**src/rtl/core/stsp_pkg.sv**
```systemverilog
// Shared constants and types for the stock span unit.
// Used by the front end, the item queue, the stack engine and the top level.
package stsp_pkg;

    localparam int STACK_DEPTH = 1024;
    localparam int PRICE_BITS  = 32;
    localparam int ADDR_W      = $clog2(STACK_DEPTH);
    localparam int CNT_W       = ADDR_W + 1;
    localparam int SPAN_W      = 11;
    localparam int IN_DATA_W   = 32;
    localparam int OUT_DATA_W  = 16;
    localparam int QUEUE_DEPTH = 2;
    localparam int QPTR_W      = $clog2(QUEUE_DEPTH);
    localparam int QCNT_W      = QPTR_W + 1;

    // One classified item as handed from the front end to the stack engine.
    typedef struct packed {
        logic [PRICE_BITS-1:0] key;   // order-preserving unsigned form of the price
        logic [CNT_W-1:0]      pos;   // position within the series
        logic                  ovf;   // beyond the stack depth
        logic                  last;  // final item of the series
    } t_item;

endpackage

```
**src/rtl/core/stsp_front.sv**
```systemverilog
// Front end of the stock span unit: takes input transfers, tracks the series
// position and classifies each item. Depends on stsp_pkg.
module stsp_front (
    input  logic                            i_clk,
    input  logic                            i_rst_n,
    input  logic                            i_s_tvalid,
    output logic                            o_s_tready,
    input  logic [stsp_pkg::IN_DATA_W-1:0]  i_s_tdata,
    input  logic                            i_s_tlast,
    output stsp_pkg::t_item                 o_item,
    output logic                            o_item_valid,
    input  logic                            i_item_ready
);

    logic [stsp_pkg::CNT_W-1:0] r_pos;
    logic [stsp_pkg::CNT_W-1:0] n_pos;
    logic                       accept;
    logic                       ovf;

    assign o_s_tready   = i_item_ready;
    assign o_item_valid = i_s_tvalid;
    assign accept       = i_s_tvalid & i_item_ready;
    assign ovf          = (r_pos >= stsp_pkg::CNT_W'(stsp_pkg::STACK_DEPTH));

    // Flipping the sign bit makes an unsigned compare order the prices as signed.
    always_comb begin
        o_item.key  = i_s_tdata[stsp_pkg::PRICE_BITS-1:0]
                      ^ {1'b1, {(stsp_pkg::PRICE_BITS-1){1'b0}}};
        o_item.pos  = r_pos;
        o_item.ovf  = ovf;
        o_item.last = i_s_tlast;
    end

    always_comb begin
        n_pos = r_pos;
        if (accept) begin
            if (i_s_tlast) begin
                n_pos = '0;
            end else if (!ovf) begin
                n_pos = r_pos + 1'b1;
            end
        end
    end

    always_ff @(posedge i_clk) begin
        if (!i_rst_n) begin
            r_pos <= '0;
        end else begin
            r_pos <= n_pos;
        end
    end

endmodule

```
**config.mk**
```make
export PLATFORM = sky130hd
export DESIGN_NAME = stsp_front
export DESIGN_NICKNAME = d
export VERILOG_FILES = /design/src/rtl/core/stsp_pkg.sv /design/src/rtl/core/stsp_front.sv
export SDC_FILE = /design/constraint.sdc
export NUM_CORES = 1
export LEC_CHECK = 0
export BUFFER_PORTS_ARGS = -buffer_cell sky130_fd_sc_hd__buf_4
export CORE_MARGIN = 5
export CORE_UTILIZATION = 31
export CTS_CLUSTER_SIZE = 10
export DETAILED_ROUTE_END_ITERATION = 7
export GPL_TIMING_DRIVEN = 0
export PLACE_DENSITY = 0.81
export REMOVE_ABC_BUFFERS = 1
export SETUP_SLACK_MARGIN = 0.4
export SYNTH_ARGS = -nofsm -noshare
export SYNTH_HDL_FRONTEND = slang
export SYNTH_SLANG_ARGS = --single-unit
```
**constraint.sdc**
```tcl
create_clock -name i_clk -period 1.35 [get_ports i_clk]
set_input_delay 0.27 -clock i_clk [delete_from_list [all_inputs] [get_ports i_clk]]
set_output_delay 0.27 -clock i_clk [all_outputs]
set_load 0.01 [all_outputs]
```
# Yosys cells after proc, flatten, opt, wreduce, memory -nomap -nowiden
# Index checks and enable logic that the tools add are counted.
# op_classes
n_addsub	1
magnitude_cmp	1
eq_ne	1
n_mux	2
bitwise_logic	2
n_reduce_logical	1
# op_table
cell	n
11-bit two-way mux	2
11-bit by 1-bit adder with 11-bit output, second input constant	1
11-bit >= comparator, second input constant	1
2-bit != test, second input constant	1
2-bit AND reduction	1
1-bit AND	1
1-bit NOT	1
# word_totals
ff_bits	11
in_bits	37
output_inout_bits	47
word_cells	9

# Depth between registers and ports, before layout
# Gate-level depths: netlist (run 1).
# depth
ltp_word	3
ltp_mapped	5
mapped_depth_nobuf	5

# Least setup slack after synthesis (run 1)
# OpenSTA, ideal clock, no wires.
# synth_timing
path_type	register -> register
start	register r_pos[0] in the netlist's numbering
end	register r_pos[9] in the netlist's numbering
setup_time_ns	0.071
t_arrival_ns	1.431
t_required_ns	1.279
path_slack_ns	-0.152
stages_incl_launch_ff	5
n_path_buf	0
period_less_slack_ns	1.502
path_cell_list	dfxtp_1 > nand4_1 > or3_1 > or4_1 > a21oi_1
# synth_between
elab_chain_cells	3
elab_cells_between_ends	6
classes_between	add/sub (1); order compare (1); eq/ne (1); mux (2); reduce/logical (1)
# synth_lines
element	line_no	source
start, declared	stsp_front.sv:15	logic [stsp_pkg::CNT_W-1:0] r_pos;
start signal, assigned	stsp_front.sv:49	r_pos <= n_pos;
11-bit by 1-bit adder with 11-bit output / 11-bit >= comparator (equally long branches)	stsp_front.sv:40, stsp_front.sv:23	
11-bit two-way mux / 2-bit != test (equally long branches)	--	
11-bit two-way mux / 2-bit AND reduction (equally long branches)	--	
# Several ways; a longest one is shown, not always the timed one. The select of a mux whose other input is x is not followed.
# A chain may end at the register's enable or synchronous reset.

# Final worst setup path (run 1)
# Same ends and word-level chain as after synthesis.

==> results of run 1 <==
where the power goes:
group / internal [mW] / total [mW] / switching (mW)
clock: 0.115 / 0.235 / 0.120
sequential: 0.317 / 0.320 / 0.00286
combinational: 0.0334 / 0.0730 / 0.0396
synthesized netlist by cell type:
master    number
nand2_1        4
nor3_1         3
nor2b_4        1
mux2i_1        1
nand3_1        7
o31ai_1        1
a21oi_1        5
and2_1         1
nor2_1         7
or4_1          2
nand2_2        1
nand3b_1       1
clkbuf_1       1
dfxtp_1       11
nor4_1         3
nand2b_1       1
inv_1          6
buf_4         35
o21ai_0        2
xnor2_1        6
nand4_1        1
or3_1          1
ha_1           2
worst max-delay path by stage:
stage          slack, ns         to
3_5_place_dp       -0.27   r_pos[8]
4_1_cts            -0.08   r_pos[9]
5_1_grt            -0.14  r_pos[10]
3_3_place_gp       -0.22   r_pos[8]
2_1_floorplan      -0.15   r_pos[9]
6_report           -0.09   r_pos[9]
metrics by stage:
step	hold WS, ns	power, mW	util [%]	setup TNS (ns)	std cells
5_1_grt	0.2479	0.6618	38.19	-0.3631	130
2_1_floorplan	0.4016	0.3616	-	-0.4945	67
4_1_cts	0.2507	0.6272	37.29	-0.1600	129
3_5_place_dp	0.5020	0.4017	29.83	-0.9131	118
3_3_place_gp	0.4757	0.3995	29.83	-0.7202	118
6_report	0.2424	0.6280	38.19	-0.1855	130
layer usage:
layer	vias up	GRT usage [%]	part of all wire, %
li1	296	-	-
met1	302	19.80	39
met2	59	17.52	37
met3	9	17.61	22
met4	2	4.545	1.1
met5	-	5.714	1.1
critical path: stages (launching register included):
cell and delay, ns:
dfxtp_4 0.36, nand4_1 0.11, or3_1 0.37, or4_1 0.42, a21oi_2 0.13
final cells by class:
| cell class | instances | area [um2] | area share (%) |
|---|---|---|---|
| inverter | 6 | 22.52 | 2.359 |
| clock buffer | 4 | 26.28 | 2.752 |
| tap | 30 | 37.54 | 3.932 |
| multi-input combinational | 50 | 361.6 | 37.88 |
| sequential | 11 | 247.7 | 25.95 |
| timing repair buffer | 29 | 259.0 | 27.13 |
cell families after synthesis:
kind of cell,Yosys count
mux,1
buf+inv,42
xor+xnor,6
fa+ha+maj,2
flops,11
simple gates,33
compound gates,8
what timing repair did:
| action | CTS | global route |
|---|---|---|
| gates resized for setup | 32 | 4 |
| pin swaps | 8 | 3 |
| cloned | 0 | 0 |
| buffers inserted | 7 | 1 |
| hold endpoints to repair | 0 | 0 |
| endpoints found under the setup margin | 22 | 23 |
| hold buffers | 0 | 0 |
==> flow_summary.json, run 1 <==
{
  "outcome": "complete, but fails checks",
  "violations": "setup timing",
  "cts-root-buf": "clkbuf_4",
  "io_pins": 84,
  "tritoncts": "built",
  "area_growth_pct": 16.85,
  "synth_top_area_share_pct": 32.16,
  "grt_setup_unrepaired": "yes",
  "largest_reg_flops": 11,
  "min_period_ns": 1.444,
  "wirelength_mm": 2.962,
  "syn_area_um2": 817.0,
  "crit_arrival_ns": 1.66,
  "tightest_slew_ns": 0.3484,
  "htree_levels": 1,
  "slew_viol_final": 0,
  "synth_xor_area_share_pct": 6.432,
  "place_area_um2": 745.7,
  "yosysWarnings": 0,
  "r2r_setup_slack_ns": -0.09,
  "synth-compound-area-share_pct": 5.207,
  "final_area_um2": 954.7,
  "timing.final.crit_share_pct": 106.9,
  "finalClockSkew_ns": 0.003218,
  "grt_antenna_before_repair": 0,
  "finalSetupViolCount": 2,
  "grt_pass1_wl_mm": 4.022,
  "crit_required_ns": 1.56,
  "start_util_pct": 32.68,
  "std_cell_rows": 18,
  "hold_start": "i_rst_n",
  "timing.final.ws_setup_ns": -0.09381,
  "min_path_type": "primary input to register",
  "yosysUniqueCellTypes": 23,
  "hpwl_mm": 2.132,
  "die_w_um": 61.34,
  "crit_fanout": 3,
  "ys_seq_area_share_pct": 26.95,
  "fin_nets": 140,
  "synth_top_family_by_area": "buffers and inverters",
  "final_common_cell": "buf_4",
  "p_leak_nw": 0.3534,
  "slew_headroom_pct": 76.56,
  "layout_common_cells": "18 x buf_4, 11 x buf_6, 7 x nor2_1",
  "min_to": "r_pos[1]",
  "synthMuxAreaShare_pct": 1.225,
  "drtIter0Drc": 26,
  "drv_cap": 0,
  "synth_fa_ha_area_share_pct": 3.063,
  "clock_sinks": 11,
  "grt_remaining_overflow": 0,
  "path_clk_slew_ns": 0.07,
  "portBuffers": 21,
  "clock_latency_ns": 0.28,
  "regMostFlops": "r_pos",
  "yosys.area_share.simple_pct": 21.75,
  "r2r_cells": 4,
  "reg.largest.list": "r_pos x11",
  "clockBufferDepth": 2,
  "p_per_area_nw_per_um2": 657.9,
  "routabilityCongestion": 0.7198,
  "hold_depth": 3,
  "startpoint": "r_pos[0]",
  "firstDrtPassIters": 4,
  "grt_usage_pct": 16.13,
  "final_antenna_net_count": 0,
  "start_kind": "register",
  "yosysTopAreaCell": "buf_4",
  "pre_cts_ws_ns": -0.2737,
  "avgRoutedWirePerCell_um": 22.78,
  "final_layout_size_suffix_gt1_share_pct": 50.00,
  "avgViaCountPerCell": 5.138,
  "n_antenna_cell": 0,
  "grt_max_degree": 11,
  "timing.rr.end": "r_pos[9]",
  "nFillCells": 270,
  "die_y_um": 61.34,
  "grt_pass1_vias": 680,
  "synth_cells": 103,
  "syn_avg_cell_area_um2": 7.932,
  "cts_buffers": 3,
  "dieArea_um2": 3763,
  "endpoint_kind": "register",
  "via_count": 668,
  "core-area_um2": 2500,
  "synthTopCellsByArea": "buf_4 32%, dfxtp_1 27%, xnor2_1 6.4%, nand3_1 4.3%, nor2_1 3.2%",
  "r2r_start": "r_pos[0]",
  "fmax_ghz": 0.6926,
  "critPathKind": "register to register",
  "remaining_drc_errors": 0,
  "timing.final.hold_violations": 0,
  "ir_drop_mv": 0.3254,
  "synth-seq-cells": 11
}
Power figures use the tool's default switching activity.
==> run 2: changes to the inputs <==
--- a/config.mk
+++ b/config.mk
@@ -6,11 +6,13 @@
 export NUM_CORES = 1
 export LEC_CHECK = 0
 export BUFFER_PORTS_ARGS = -buffer_cell sky130_fd_sc_hd__buf_4
+export CORE_ASPECT_RATIO = 0.6
 export CORE_MARGIN = 5
 export CORE_UTILIZATION = 31
 export CTS_CLUSTER_SIZE = 10
 export DETAILED_ROUTE_END_ITERATION = 7
 export GPL_TIMING_DRIVEN = 0
+export MAX_ROUTING_LAYER = met4
 export PLACE_DENSITY = 0.81
 export REMOVE_ABC_BUFFERS = 1
 export SETUP_SLACK_MARGIN = 0.4
==> run 2 against run 1 <==
Non-clock buffer count is 5 higher. Critical path depth stayed put. Sequential power is 1% higher. Routed wire length increased by 7.5%. Sequential share of layout area fell by 3.1 points. Design area up 12%. Setup slack improved by 0.0035 ns. Global-route usage grew 0.75 points. Highest routed layer is now met4. Largest power group is now the clock network. Total power grew 19%. Die area is 0.88% higher. The flow still finishes with violations (setup timing). Worst hold slack better by 0.045 ns.
==> flow_summary.json, run 2 (synthesis gave the netlist of run 1 again) <==
{
  "outcome": "complete, but fails checks",
  "violations": "setup timing",
  "reg.largest.list": "r_pos x11",
  "endpoint_kind": "register",
  "path_clk_slew_ns": 0.05,
  "htree_levels": 1,
  "firstDrtPassIters": 4,
  "pre_cts_ws_ns": -0.2824,
  "final_layout_size_suffix_gt1_share_pct": 56.19,
  "grt_max_degree": 11,
  "nFillCells": 235,
  "tritoncts": "built",
  "slew_headroom_pct": 76.47,
  "final_core_util_pct": 42.76,
  "grt_usage_pct": 16.88,
  "critPathKind": "register to register",
  "avgRoutedWirePerCell_um": 23.24,
  "final_cells": 137,
  "fmax_ghz": 0.6943,
  "p_clk_share_pct": 46.8,
  "clock_latency_ns": 0.25,
  "layout_common_cells": "20 x buf_4, 13 x buf_6, 7 x nor2_1",
  "die_w_um": 76.28,
  "seq_power_share_pct": 43.3,
  "avgViaCountPerCell": 5.431,
  "power.internal_uw": 562.0,
  "multi_input_area_um2": 406.6,
  "wirelength_mm": 3.184,
  "portBuffers": 21,
  "area_growth_pct": 31.09,
  "clockBufferDepth": 2,
  "grt_remaining_overflow": 0,
  "slew_viol_final": 0,
  "drtIter0Drc": 53,
  "n_antenna_cell": 0,
  "place_area_um2": 748.2,
  "fin_tns_setup_ns": -0.1313,
  "hpwl_mm": 2.082,
  "min_period_ns": 1.440,
  "cts_buffers": 3,
  "final_area_um2": 1071,
  "io_pins": 84,
  "min_path_type": "primary input to register",
  "crit_arrival_ns": 1.62,
  "final_antenna_net_count": 0,
  "cp_slowest_cell": "or4_1",
  "remaining_drc_errors": 0,
  "start_util_pct": 32.62,
  "p_per_area_nw_per_um2": 699.9,
  "final_common_cell": "buf_4",
  "cp.buffers_inverters": 0,
  "cts-root-buf": "clkbuf_8",
  "cp_top_family": "simple AND/OR/NAND/NOR gates",
  "clock_sinks": 11,
  "dieArea_um2": 3796,
  "routabilityCongestion": 0.7823,
  "grt_pass1_wl_mm": 4.505,
  "netSwitchingFraction_pct": 25.03,
  "crit_required_ns": 1.53,
  "critical_path.cell_chain": "nor2b_4 > or3_4 > or4_1 > a21oi_1",
  "fin_nets": 145,
  "start_kind": "register",
  "via_count": 744,
  "dpl.cell_count": 120,
  "timing.final.crit_share_pct": 106.7,
  "largest_reg_flops": 11,
  "regMostFlops": "r_pos",
  "timing.final.hold_violations": 0,
  "core-area_um2": 2505,
  "finalClockSkew_ns": 0.002508,
  "finalSetupViolCount": 3,
  "regArea_um2": 245.2,
  "die_y_um": 49.77,
  "hold_buffers": 0,
  "tightest_slew_ns": 0.3518,
  "std_cell_rows": 14,
  "ir_drop_mv": 0.2209,
  "drv_cap": 0,
  "grt_setup_unrepaired": "yes",
  "crit_fanout": 2,
  "critPathMaxStageDelay_ns": 0.41,
  "grt_antenna_before_repair": 0,
  "power.switching_uw": 187.7,
  "pwr-share-comb_pct": 10.0,
  "timing.final.ws_setup_ns": -0.09029,
  "grt_pass1_vias": 716,
  "p_leak_nw": 0.4029
}
-- run 2: cell count changes in the layout (fill, tap and decap cells not counted), moves of 2 or more --
cell      before  now
buf_4         18   20
buf_6         11   13
clkbuf_4       3    0
clkbuf_8       0    3
nor3_1         2    0
-- run 2: layer usage --
layer / up-vias / routed length (um) / GRT usage (%)
li1: 312 / - / -
met1: 346 / 1385 / 20.11
met2: 76 / 1159 / 18.32
met3: 10 / 565 / 15.27
met4: 0 / 74 / 7.849
met5: - / 0 / -
-- run 2: repair_timing --
item                                    4_1_cts  5_1_grt
gates resized for setup                      36       11
setup buffers                                 7        6
pin swaps                                     8       10
endpoints found under the setup margin       22       22
-- run 2: worst reg2reg max path, cell delays in order, from the launching register on --
cell	delay, ns
dfxtp_4	0.34
nor2b_4	0.12
or3_4	0.37
or4_1	0.41
a21oi_1	0.14
-- run 2: stage by stage --
stage | power (mW) | hold WS (ns)
2_1_floorplan | 0.3616 | 0.4016
3_3_place_gp | 0.3997 | 0.4805
3_5_place_dp | 0.4006 | 0.5006
4_1_cts | 0.7487 | 0.2826
5_1_grt | 0.7784 | 0.2985
6_report | 0.7496 | 0.2871
-- run 2: final cells by class --
class / instances / area share (%)
clock buffers: 4 / 4.206
inverters: 6 / 2.103
multi-input cells: 50 / 37.97
flip-flops and latches: 11 / 22.90
well taps: 32 / 3.738
repair buffers: 34 / 29.09
-- run 2: final timing paths --
path	start	endpoint	slack, ns	depth (start not counted)
worst max-delay path	r_pos[10]	r_pos[9]	-0.09	4
worst min-delay path	i_rst_n	r_pos[1]	0.29	3
worst max register to register	r_pos[10]	r_pos[9]	-0.09	4
worst min register to register	r_pos[8]	r_pos[8]	0.49	2
-- run 2: power groups by stage --
stage | registers [mW] | clock network, mW | logic [mW]
2_1_floorplan | 0.340 | 0 | 0.0216
3_3_place_gp | 0.339 | 0 | 0.0603
3_5_place_dp | 0.340 | 0 | 0.0610
4_1_cts | 0.324 | 0.351 | 0.0735
5_1_grt | 0.324 | 0.371 | 0.0833
6_report | 0.324 | 0.351 | 0.0747
