--- src/rtl/core/stsp_pkg.sv ---
// Shared constants and types for the stock span unit.
// Used by the front end, the item queue, the stack engine and the top level.
package stsp_pkg;

    localparam int STACK_DEPTH = 1024;
    localparam int PRICE_BITS  = 32;
    localparam int ADDR_W      = $clog2(STACK_DEPTH);
    localparam int CNT_W       = ADDR_W + 1;
    localparam int SPAN_W      = 11;
    localparam int IN_DATA_W   = 32;
    localparam int OUT_DATA_W  = 16;
    localparam int QUEUE_DEPTH = 2;
    localparam int QPTR_W      = $clog2(QUEUE_DEPTH);
    localparam int QCNT_W      = QPTR_W + 1;

    // One classified item as handed from the front end to the stack engine.
    typedef struct packed {
        logic [PRICE_BITS-1:0] key;   // order-preserving unsigned form of the price
        logic [CNT_W-1:0]      pos;   // position within the series
        logic                  ovf;   // beyond the stack depth
        logic                  last;  // final item of the series
    } t_item;

endpackage

--- src/rtl/core/stsp_queue.sv ---
// Two-entry item queue that decouples the front end from the stack engine.
// Depends on stsp_pkg.
module stsp_queue (
    input  logic            i_clk,
    input  logic            i_rst_n,
    input  stsp_pkg::t_item i_item,
    input  logic            i_wr_valid,
    output logic            o_wr_ready,
    output stsp_pkg::t_item o_item,
    output logic            o_rd_valid,
    input  logic            i_rd_ready
);

    stsp_pkg::t_item             r_mem [stsp_pkg::QUEUE_DEPTH];
    logic [stsp_pkg::QPTR_W-1:0] r_wr_ptr;
    logic [stsp_pkg::QPTR_W-1:0] r_rd_ptr;
    logic [stsp_pkg::QCNT_W-1:0] r_cnt;
    logic                        push;
    logic                        pop;

    assign o_wr_ready = (r_cnt != stsp_pkg::QCNT_W'(stsp_pkg::QUEUE_DEPTH));
    assign o_rd_valid = (r_cnt != '0);
    assign o_item     = r_mem[r_rd_ptr];
    assign push       = i_wr_valid & o_wr_ready;
    assign pop        = o_rd_valid & i_rd_ready;

    always_ff @(posedge i_clk) begin
        if (push) begin
            r_mem[r_wr_ptr] <= i_item;
        end
    end

    always_ff @(posedge i_clk) begin
        if (!i_rst_n) begin
            r_wr_ptr <= '0;
            r_rd_ptr <= '0;
            r_cnt    <= '0;
        end else begin
            if (push) begin
                r_wr_ptr <= r_wr_ptr + 1'b1;
            end
            if (pop) begin
                r_rd_ptr <= r_rd_ptr + 1'b1;
            end
            case ({push, pop})
                2'b10:   r_cnt <= r_cnt + 1'b1;
                2'b01:   r_cnt <= r_cnt - 1'b1;
                default: r_cnt <= r_cnt;
            endcase
        end
    end

endmodule

--- config.mk ---
export PLATFORM = sky130hd
export DESIGN_NAME = stsp_queue
export DESIGN_NICKNAME = d
export VERILOG_FILES = /design/src/rtl/core/stsp_pkg.sv /design/src/rtl/core/stsp_queue.sv
export SDC_FILE = /design/constraint.sdc
export NUM_CORES = 1
export LEC_CHECK = 0
export BUFFER_PORTS_ARGS = -buffer_cell sky130_fd_sc_hd__buf_2
export CAP_MARGIN = 10
export CORE_ASPECT_RATIO = 0.9
export CORE_MARGIN = 1.5
export CORE_UTILIZATION = 37
export CTS_CLUSTER_SIZE = 20
export DETAILED_ROUTE_END_ITERATION = 6
export SETUP_SLACK_MARGIN = 0.05
export SYNTH_ARGS = -nofsm -noshare
export SYNTH_HDL_FRONTEND = slang
export SYNTH_SLANG_ARGS = --single-unit
--- constraint.sdc ---
create_clock -name i_clk -period 2.77 [get_ports i_clk]
set_input_delay 0.4155 -clock i_clk [delete_from_list [all_inputs] [get_ports i_clk]]
set_output_delay 0.4155 -clock i_clk [all_outputs]
set_load 0.005 [all_outputs]
# Word level (Yosys, flattened, before mapping)

Memory sizes are Yosys's and may differ from the RTL's. A register that Yosys moved wholly into a read port is not among the register bits.
Cells that the tools add are included.

Register bits after elaboration: 4
Memory bits (writable): 90
Bits of input ports: 49
Output and inout bits: 47
Logic and storage cells: 20
Memories: 1

Add/subtract/negate cells: 4
Eq/ne operators: 3
Multiplexer cells: 5
Bitwise logic cells: 2
Reduce and logical (&&, ||, !) cells: 2

Memories:

| name  | depth | width | read ports | clocked after memory_dff | wr ports | line             | source |
|---|---|---|---|---|---|---|---|
| r_mem | 2     | 45    | 1          | 1                        | 1        | stsp_queue.sv:14 | `stsp_pkg::t_item r_mem [stsp_pkg::QUEUE_DEPTH];` |

Operators with widths:

| cell                                                | number |
|---|---|
| two-way mux 1 bit                                   | 4 |
| one-hot mux 2 bit (2 select lines)                  | 1 |
| nonzero test 2 bit                                  | 2 |
| adder 1 bit, second input constant                  | 2 |
| adder 2 x 1 -> 2 bit, second input constant         | 1 |
| bitwise AND 1 bit                                   | 2 |
| equality test 2 x 1 -> 1 bit, second input constant | 1 |
| equality test 2 bit, second input constant          | 1 |
| != test 2 bit, second input constant                | 1 |
| subtractor 2 x 1 -> 2 bit, second input constant    | 1 |

# Depth between registers and ports, before layout

Gate-level depths: netlist of the first run.

Depth after elaboration: 4
Depth in mapped cells: 6
Depth with buffers taken out: 6

# Least setup slack after synthesis of the first run

Ideal clock, no wire load.

Path kind: register -> register
From: reg r_cnt[0] (netlist bit)
To: mem r_mem[1][0] (netlist bit) (enable)
Library setup time: 407 ps
Arrival: 1,736 ps
Required time: 2,363 ps
Slack: 627 ps
Stages on the path, launching flop included: 3
Buffers on the path: 0
Clock period less this slack: 2,143 ps
Cells stage by stage: dfxtp_1 nand2b_1 and3_1

Longest elaborated chain between the ends: 4

RTL lines:

| what                                    | line             | source |
|---|---|---|
| start, declared                         | stsp_queue.sv:17 | `logic [stsp_pkg::QCNT_W-1:0] r_cnt;` |
| start signal, assigned                  | stsp_queue.sv:46 | `2'b10: r_cnt <= r_cnt + 1'b1;` |
| start signal, assigned                  | stsp_queue.sv:47 | `2'b01: r_cnt <= r_cnt - 1'b1;` |
| start signal, assigned                  | stsp_queue.sv:48 | `default: r_cnt <= r_cnt;` |
| != test 2 bit                           | stsp_queue.sv:21 | `assign o_wr_ready = (r_cnt != stsp_pkg::QCNT_W'(stsp_pkg::QUEUE_DEPTH));` |
| net o_wr_ready                          | stsp_queue.sv:8  | `output logic o_wr_ready,` |
| bitwise AND 1 bit                       | stsp_queue.sv:24 | `assign push = i_wr_valid & o_wr_ready;` |
| two-way mux 1 bit                       | stsp_queue.sv:28 | `if (push) begin` |
| two-way mux 1 bit (implied by the code) | stsp_queue.sv:29 | `r_mem[r_wr_ptr] <= i_item;` |
| end, declared                           | stsp_queue.sv:14 |  |

The timed path passes the listed nets, and every way through them passes these cells.

==> key figures, run 1 <==
Critical path
  • Critical Path AT: 1.50 ns
  • CP Capture Type: output port
  • Critical Path Fanout Max: 24
  • Worst path required time: between 2 and 2.5 ns
  • Critical path type: reg2out
  • Register-to-Register Path Depth: 3
  • Worst setup SP type: flop

Worst hold path
  • Hold Crit Class: in2reg
  • Hold depth: 1

Pwr
  • Int Pwr: 2740 uW
  • Power Density: 853 mW/mm^2
  • Clk pwr share: a little under a quarter
  • Worst vdd ir: 0.000440 V
  • Flop pwr share: 50.7%
  • Leak: around 0.0016 uW
  • Psw: 941 uW
  • Combinational share of power: 26.0%
  • Sw Share: 25.5%

Placement
  • Pre-CTS WS: 0.965 ns
  • Routability-driven placement congestion ratio: approximately 0.67
  • Post-DP HPWL: 3730 um
  • Port Buffers: 95

Synthesis
  • Cell taking the most area after synthesis: edfxtp_1
  • Top cells by area, synth: edfxtp_1 (78%), mux2_2 (15%), dfxtp_1 (2.9%), xnor2_1 (0.76%), buf_2 (0.72%)
  • Seq/Total Area, Yosys: 80.8%
  • Distinct cells, synth: 20
  • Synth Instances: 164
  • Post-synth top area share: 77.9%
  • EDFF count, synth: 90
  • FFs w/ async S/R, synth: 0%
  • Syn Nets: 214
  • #FFs+latches synth: 95
  • Synth warnings: 0
  • Predominant post-synthesis flop cell: edfxtp_1
  • Top cells by count, synth: edfxtp_1 (90), mux2_2 (45), buf_2 (5), dfxtp_1 (5), xnor2_1 (3)
  • Post-Syn Area: approximately 0.0035 mm^2
  • Synthesized area per cell: 21.2 um^2
  • Top-count cell post-synth: edfxtp_1

Clocking
  • Hold_buf cts: 0
  • Clock Root Buffer: clkbuf_8
  • Worst-path clk slew: 0.09 ns
  • TritonCTS clock tree: done
  • Clock Path Buffers: 2
  • # Post-CTS Setup Buffers: 0
  • Number of cells upsized or downsized after cts: 0
  • H-tree depth: 3
  • Clock latency on the worst-skew pair: 0.35 ns
  • CTS Buf Count: 9
  • Clock sink total: between 90 and 100

Global route
  • Largest net degree at the start of global routing: 28
  • Met1 Resource Use GR: approximately 15%
  • Vias in the first global route: 1768
  • GRT overflow: 0
  • Total Routing Usage GR: 11.7%
  • Met3 Resource Use GR: 5.11%
  • Met2 Track Usage GR: approximately 18%
  • Layer with the highest usage: met2
  • First-pass GRT wire length: 8540 um
  • Initial antenna violation count: 1

Detailed routing
  • WL/cell: 14.1 um
  • # DRC: 0
  • Antenna Nets Post-Route: 0
  • Router iterations before antenna repair: 4
  • WL final: approximately 5600 um
  • Vias per cell: between 4 and 5
  • Starting DRT DRC Count: 35
  • Vias: 1755

STA
  • Final Setup Violations: 0
  • Slew Limit Headroom: 63.7%
  • PnR worst setup slack: around 0.85 ns
  • Setup TNS: 0 ns
  • Worst slew pin tran: roughly 0.54 ns
  • Tmin final: between 1.5 and 2 ns
  • Skew final: 0.0118 ns
  • Max-slew violation count: 0
  • Fin crit share: 69.2%
  • RSZ-0062 raised after global routing: no
  • F_max: 0.521 GHz
  • Final Hold Vio Count: 0

Floorplan
  • Core area: between 0.009 and 0.01 mm^2
  • Rows: 33
  • Initial core utilization: 38.0%
  • Boundary Pins: 96
  • Die width: 105 um
  • Die height: 94.9 um
  • Total die area: 0.00997 mm^2

Layout
  • Fillers: 797
  • Area growth, synth to finish: 24.5%
  • NumNets Final: 319
  • Final core utilization: 47.3%
  • ANT cells: 0
  • Share of cells above drive strength 1: between 50% and 60%

Job
  • Max-cap violations: 0

Outcome
  • Outcome: completed
==> critical path, stage by stage (launching register included) <==
cell	delay, ns
dfxtp_2	0.33
buf_4	0.30
mux2_2	0.39
buf_2	0.13
==> per-stage QoR <==
stage          instances  total power, uW  hold slack [ns]  instance area (um^2)
3_3_place_gp         380             2870            0.499                  4130
6_report             396             3690            0.254                  4320
5_1_grt              396             3900            0.219                  4320
3_5_place_dp         380             2890            0.511                  4130
4_1_cts              396             3760            0.227                  4320
2_1_floorplan        164             2480            0.479                  3470
==> power by group through the flow <==
stage / Sequential [uW] / Combinational (uW) / Clock (uW)
floorplan: 1890 / 586 / 0
global placement: 1890 / 981 / 0
detailed placement: 1900 / 984 / 0
CTS: 1870 / 992 / 900
global route: 1890 / 1050 / 956
finish: 1870 / 958 / 861
==> final cells by class <==
class	count	area (um^2)	area share, %
flip-flops and latches	95	2800	64.9
multi-input cells	63	639	14.8
repair buffers	99	531	12.3
well taps	122	153	3.53
clock buffers	11	131	3.04
clock inverters	5	58.8	1.36
inverters	1	3.75	0.0869
==> registers in the layout (all words and copies together), names as in the netlist, named ones only <==
| name | flops |
|---|---|
| r_mem | 90 |
| r_cnt | 2 |
| r_rd_ptr | 1 |
| r_wr_ptr | 1 |
==> cell families after synthesis <==
family	count (synthesis)	synth area share (%)
xor+xnor	3	0.757
simple gates	9	1.59
buf+inv	6	0.829
flops	95	80.8
compound gates	5	1.08
mux	45	14.6
fa+ha+maj	1	0.361
==> per-layer routing <==
metal  part of all wire (%)  vias to the layer above  wire length [um]
met1                     45                      846              2530
met4                   0.54                        0                30
li1                       -                      849                 -
met3                    6.9                        2               383
met2                     47                       58              2620
met5                      0                        -                 0
==> final timing paths <==
kind	from	endpoint	slack [ns]
worst max-delay path	flop	o_item[2]	0.85
worst min-delay path	i_item[15]	r_mem[0][15]	0.25
worst min register to register	r_cnt[1]	r_cnt[1]	0.53
worst max register to register	r_cnt[0]	r_mem[1][21]	1.00
==> cell usage in the layout, fill, tap and decap left out, drive strengths merged, types with 2 or more instances in the layout <==
| cell | n |
|---|---|
| edfxtp | 90 |
| dfxtp | 5 |
| a21boi | 2 |
| clkinvlp | 2 |
| clkinv | 2 |
| nor2b | 2 |
| xnor2 | 3 |
| mux2 | 45 |
| buf | 99 |
| clkbuf | 11 |
(Power assumes the default switching activity.)
==> run 2: changes to the inputs <==
clock period = 1.75 ns   (was 2.77 ns; I/O delays follow)
==> key figures, run 2 (synthesis gave the netlist of run 1 again) <==
Outcome
  • Outcome: completed

Global route
  • First-pass GRT wire length: 9360 um (+9.7%)
  • Largest net degree at the start of global routing: 46 (+64%)
  • GRT overflow: 0 (unchanged)
  • Initial antenna violation count: 0 (-1)
  • Total Routing Usage GR: 12.6% (+0.94 points)
  • Vias in the first global route: 1863 (+5.4%)

Floorplan
  • Total die area: 0.00997 mm^2 (unchanged)
  • Rows: 33 (unchanged)
  • Die width: 105 um (unchanged)
  • Die height: 94.9 um (unchanged)
  • Initial core utilization: 38.0% (unchanged)
  • Core area: 0.00913 mm^2 (unchanged)
  • Boundary Pins: 96 (unchanged)

STA
  • Final Hold Vio Count: 0 (unchanged)
  • Final Setup Violations: 0 (unchanged)
  • F_max: approximately 0.60 GHz
  • Max-slew violation count: 0 (unchanged)
  • Slew Limit Headroom: 82.5% (+19 points)
  • Skew final: 0.00800 ns (-0.00375 ns)
  • Setup TNS: 0 ns (unchanged)
  • RSZ-0062 raised after global routing: yes
  • PnR worst setup slack: 0.0865 ns (-0.766 ns)
  • Final hold slack: 0.101 ns (-0.153 ns)
  • Worst slew pin tran: 0.262 ns (-0.282 ns)
  • Fin crit share: 95.1%
  • Tmin final: roughly 1.7 ns

Layout
  • Commonest cells after routing, fill and taps aside: buf_2 (95), edfxtp_1 (90), mux2_2 (45)
  • Finished Cell Area: 0.00442 mm^2 (+2.3%)
  • Largest Register: r_mem
  • Largest regs: r_mem: 90 flops, r_cnt: 2 flops
  • Max FFs per register: 90 (unchanged)
  • Commonest non-fill, non-tap cell in the layout: buf_2
  • NumNets Final: 321 (+0.63%)
  • Share of cells above drive strength 1: 59.6% (+0.15 points)
  • ANT cells: 0 (unchanged)
  • Area growth, synth to finish: 27.3%

Detailed routing
  • # DRC: 0 (unchanged)
  • Vias per cell: 4.54 (+2.5%)
  • Starting DRT DRC Count: 58 (+66%)
  • WL/cell: 15.5 um (+10%)
  • Router iterations before antenna repair: 3 (-1)
  • Antenna Nets Post-Route: 0 (unchanged)
  • Vias: 1803 (+2.7%)
  • WL final: 6140 um (+10%)

Pwr
  • Power Density: 1400 mW/mm^2 (+64%)
  • Worst vdd ir: 0.000536 V (+22%)
  • Power, Total: 6170 uW (+67%)
  • Leak: 0.00163 uW (+2.2%)

Critical path
  • Reg-to-Reg Start: r_cnt[0]
  • Critical path type: reg2out
  • Cells along the critical path: clkbuf_16, mux2_2, buf_2
  • Worst setup SP type: flop
  • Register-to-Register Path Depth: 5 (+2)
  • CP delay by family, top: flip-flops
  • Critical Path Fanout Max: 14 (-42%)
  • Slowest cell on the critical path: dfxtp_4
  • Reg-to-Reg End: r_cnt[1]
  • Worst path required time: 1.49 ns (-0.86 ns)
  • Max incr delay on CP: 0.40 ns (about the same)
  • CP Capture Type: output port
  • FF-to-FF setup slack: 0.19 ns (-0.81 ns)
  • Buf/Inv on CP: 2 (unchanged)
  • Critical Path AT: 1.40 ns (-0.10 ns)

Placement
  • Routability-driven placement congestion ratio: 0.688 (+3.0%)
  • Post-DP HPWL: 3830 um (+2.6%)
  • Port Buffers: 95 (unchanged)
  • Placed inst area: 0.00417 mm^2 (+1.1%)
  • Pre-CTS WS: 0.218 ns (-0.746 ns)

Worst hold path
  • Hold Crit Class: in2reg
  • Hold wc startpoint: i_item[14]
  • Hold depth: 1 (unchanged)
  • Worst Hold Path EP: r_mem[1][14]

Clocking
  • Worst-path clk slew: 0.09 ns (about the same)
  • # Post-CTS Setup Buffers: 0 (unchanged)
  • CTS Buf Count: 9 (unchanged)
  • H-tree depth: 3 (unchanged)
  • Clock sink total: 95 (unchanged)
  • Clock Path Buffers: 2 (unchanged)
  • TritonCTS clock tree: done
  • Clock latency on the worst-skew pair: 0.34 ns (about the same)
  • Hold_buf cts: 0 (unchanged)
  • Clock Root Buffer: clkbuf_8

Job
  • Max-cap violations: 0 (unchanged)
## run 2: cell types whose count changed in the layout (fill, tap and decap cells not counted), sizes merged
cell | previous run | this run
clkbuf | 11 | 13
buf | 99 | 100
bufinv | 1 | 2
clkinv | 2 | 1
clkinvlp | 2 | 1
inv | 1 | 0
## run 2: area by class of cell
cell class / count / area (um^2)
fillers: 800 / 4710
clock buffers: 12 / 135
flip-flops and latches: 95 / 2810
repair buffers: 101 / 601
clock inverters: 3 / 68.8
inverters: 1 / 7.51
well taps: 122 / 153
multi-input cells: 63 / 647
## run 2: per-stage QoR
stage,util [%],instances
after global placement,45.7,381
after global routing,48.4,397
after CTS,48.0,396
after floorplan,-,164
final,48.4,397
after detailed placement,45.7,381
## run 2: layer usage
metal	track usage, %	share of wire [%]
met5	0	0
met2	20.5	49
met1	15.9	44
met3	3.45	5.5
met4	5.82	1.5
## run 2: power breakdown
part	leakage (uW)	switching, uW	internal [uW]	total [uW]
Clock	0.000101	703	803	1510
Sequential	0.000884	114	2870	2990
Combinational	0.000643	743	937	1680
Total	0.00163	1560	4610	6170
## run 2: worst max-delay path by stage
| stage | to | slack (ns) | cells after the start |
|---|---|---|---|
| floorplan | r_mem[0][0] | 0.08 | 3 |
| global placement | r_cnt[1] | 0.27 | 5 |
| detailed placement | r_cnt[1] | 0.22 | 5 |
| CTS | o_item[39] | 0.04 | 3 |
| global route | o_item[1] | 0.02 | 3 |
| finish | o_item[6] | 0.09 | 3 |
## run 2: worst register-to-register path, delay by kind of cell, from the launching register on
family          cells  cell delay [ns]
compound gates      1             0.14
fa+ha+maj           1             0.33
flops               1             0.43
simple gates        3             0.60
## run 2: what timing repair did
item	CTS	global route
endpoints found under the setup margin	17	45
resized for setup	1	3
gates cloned	0	1
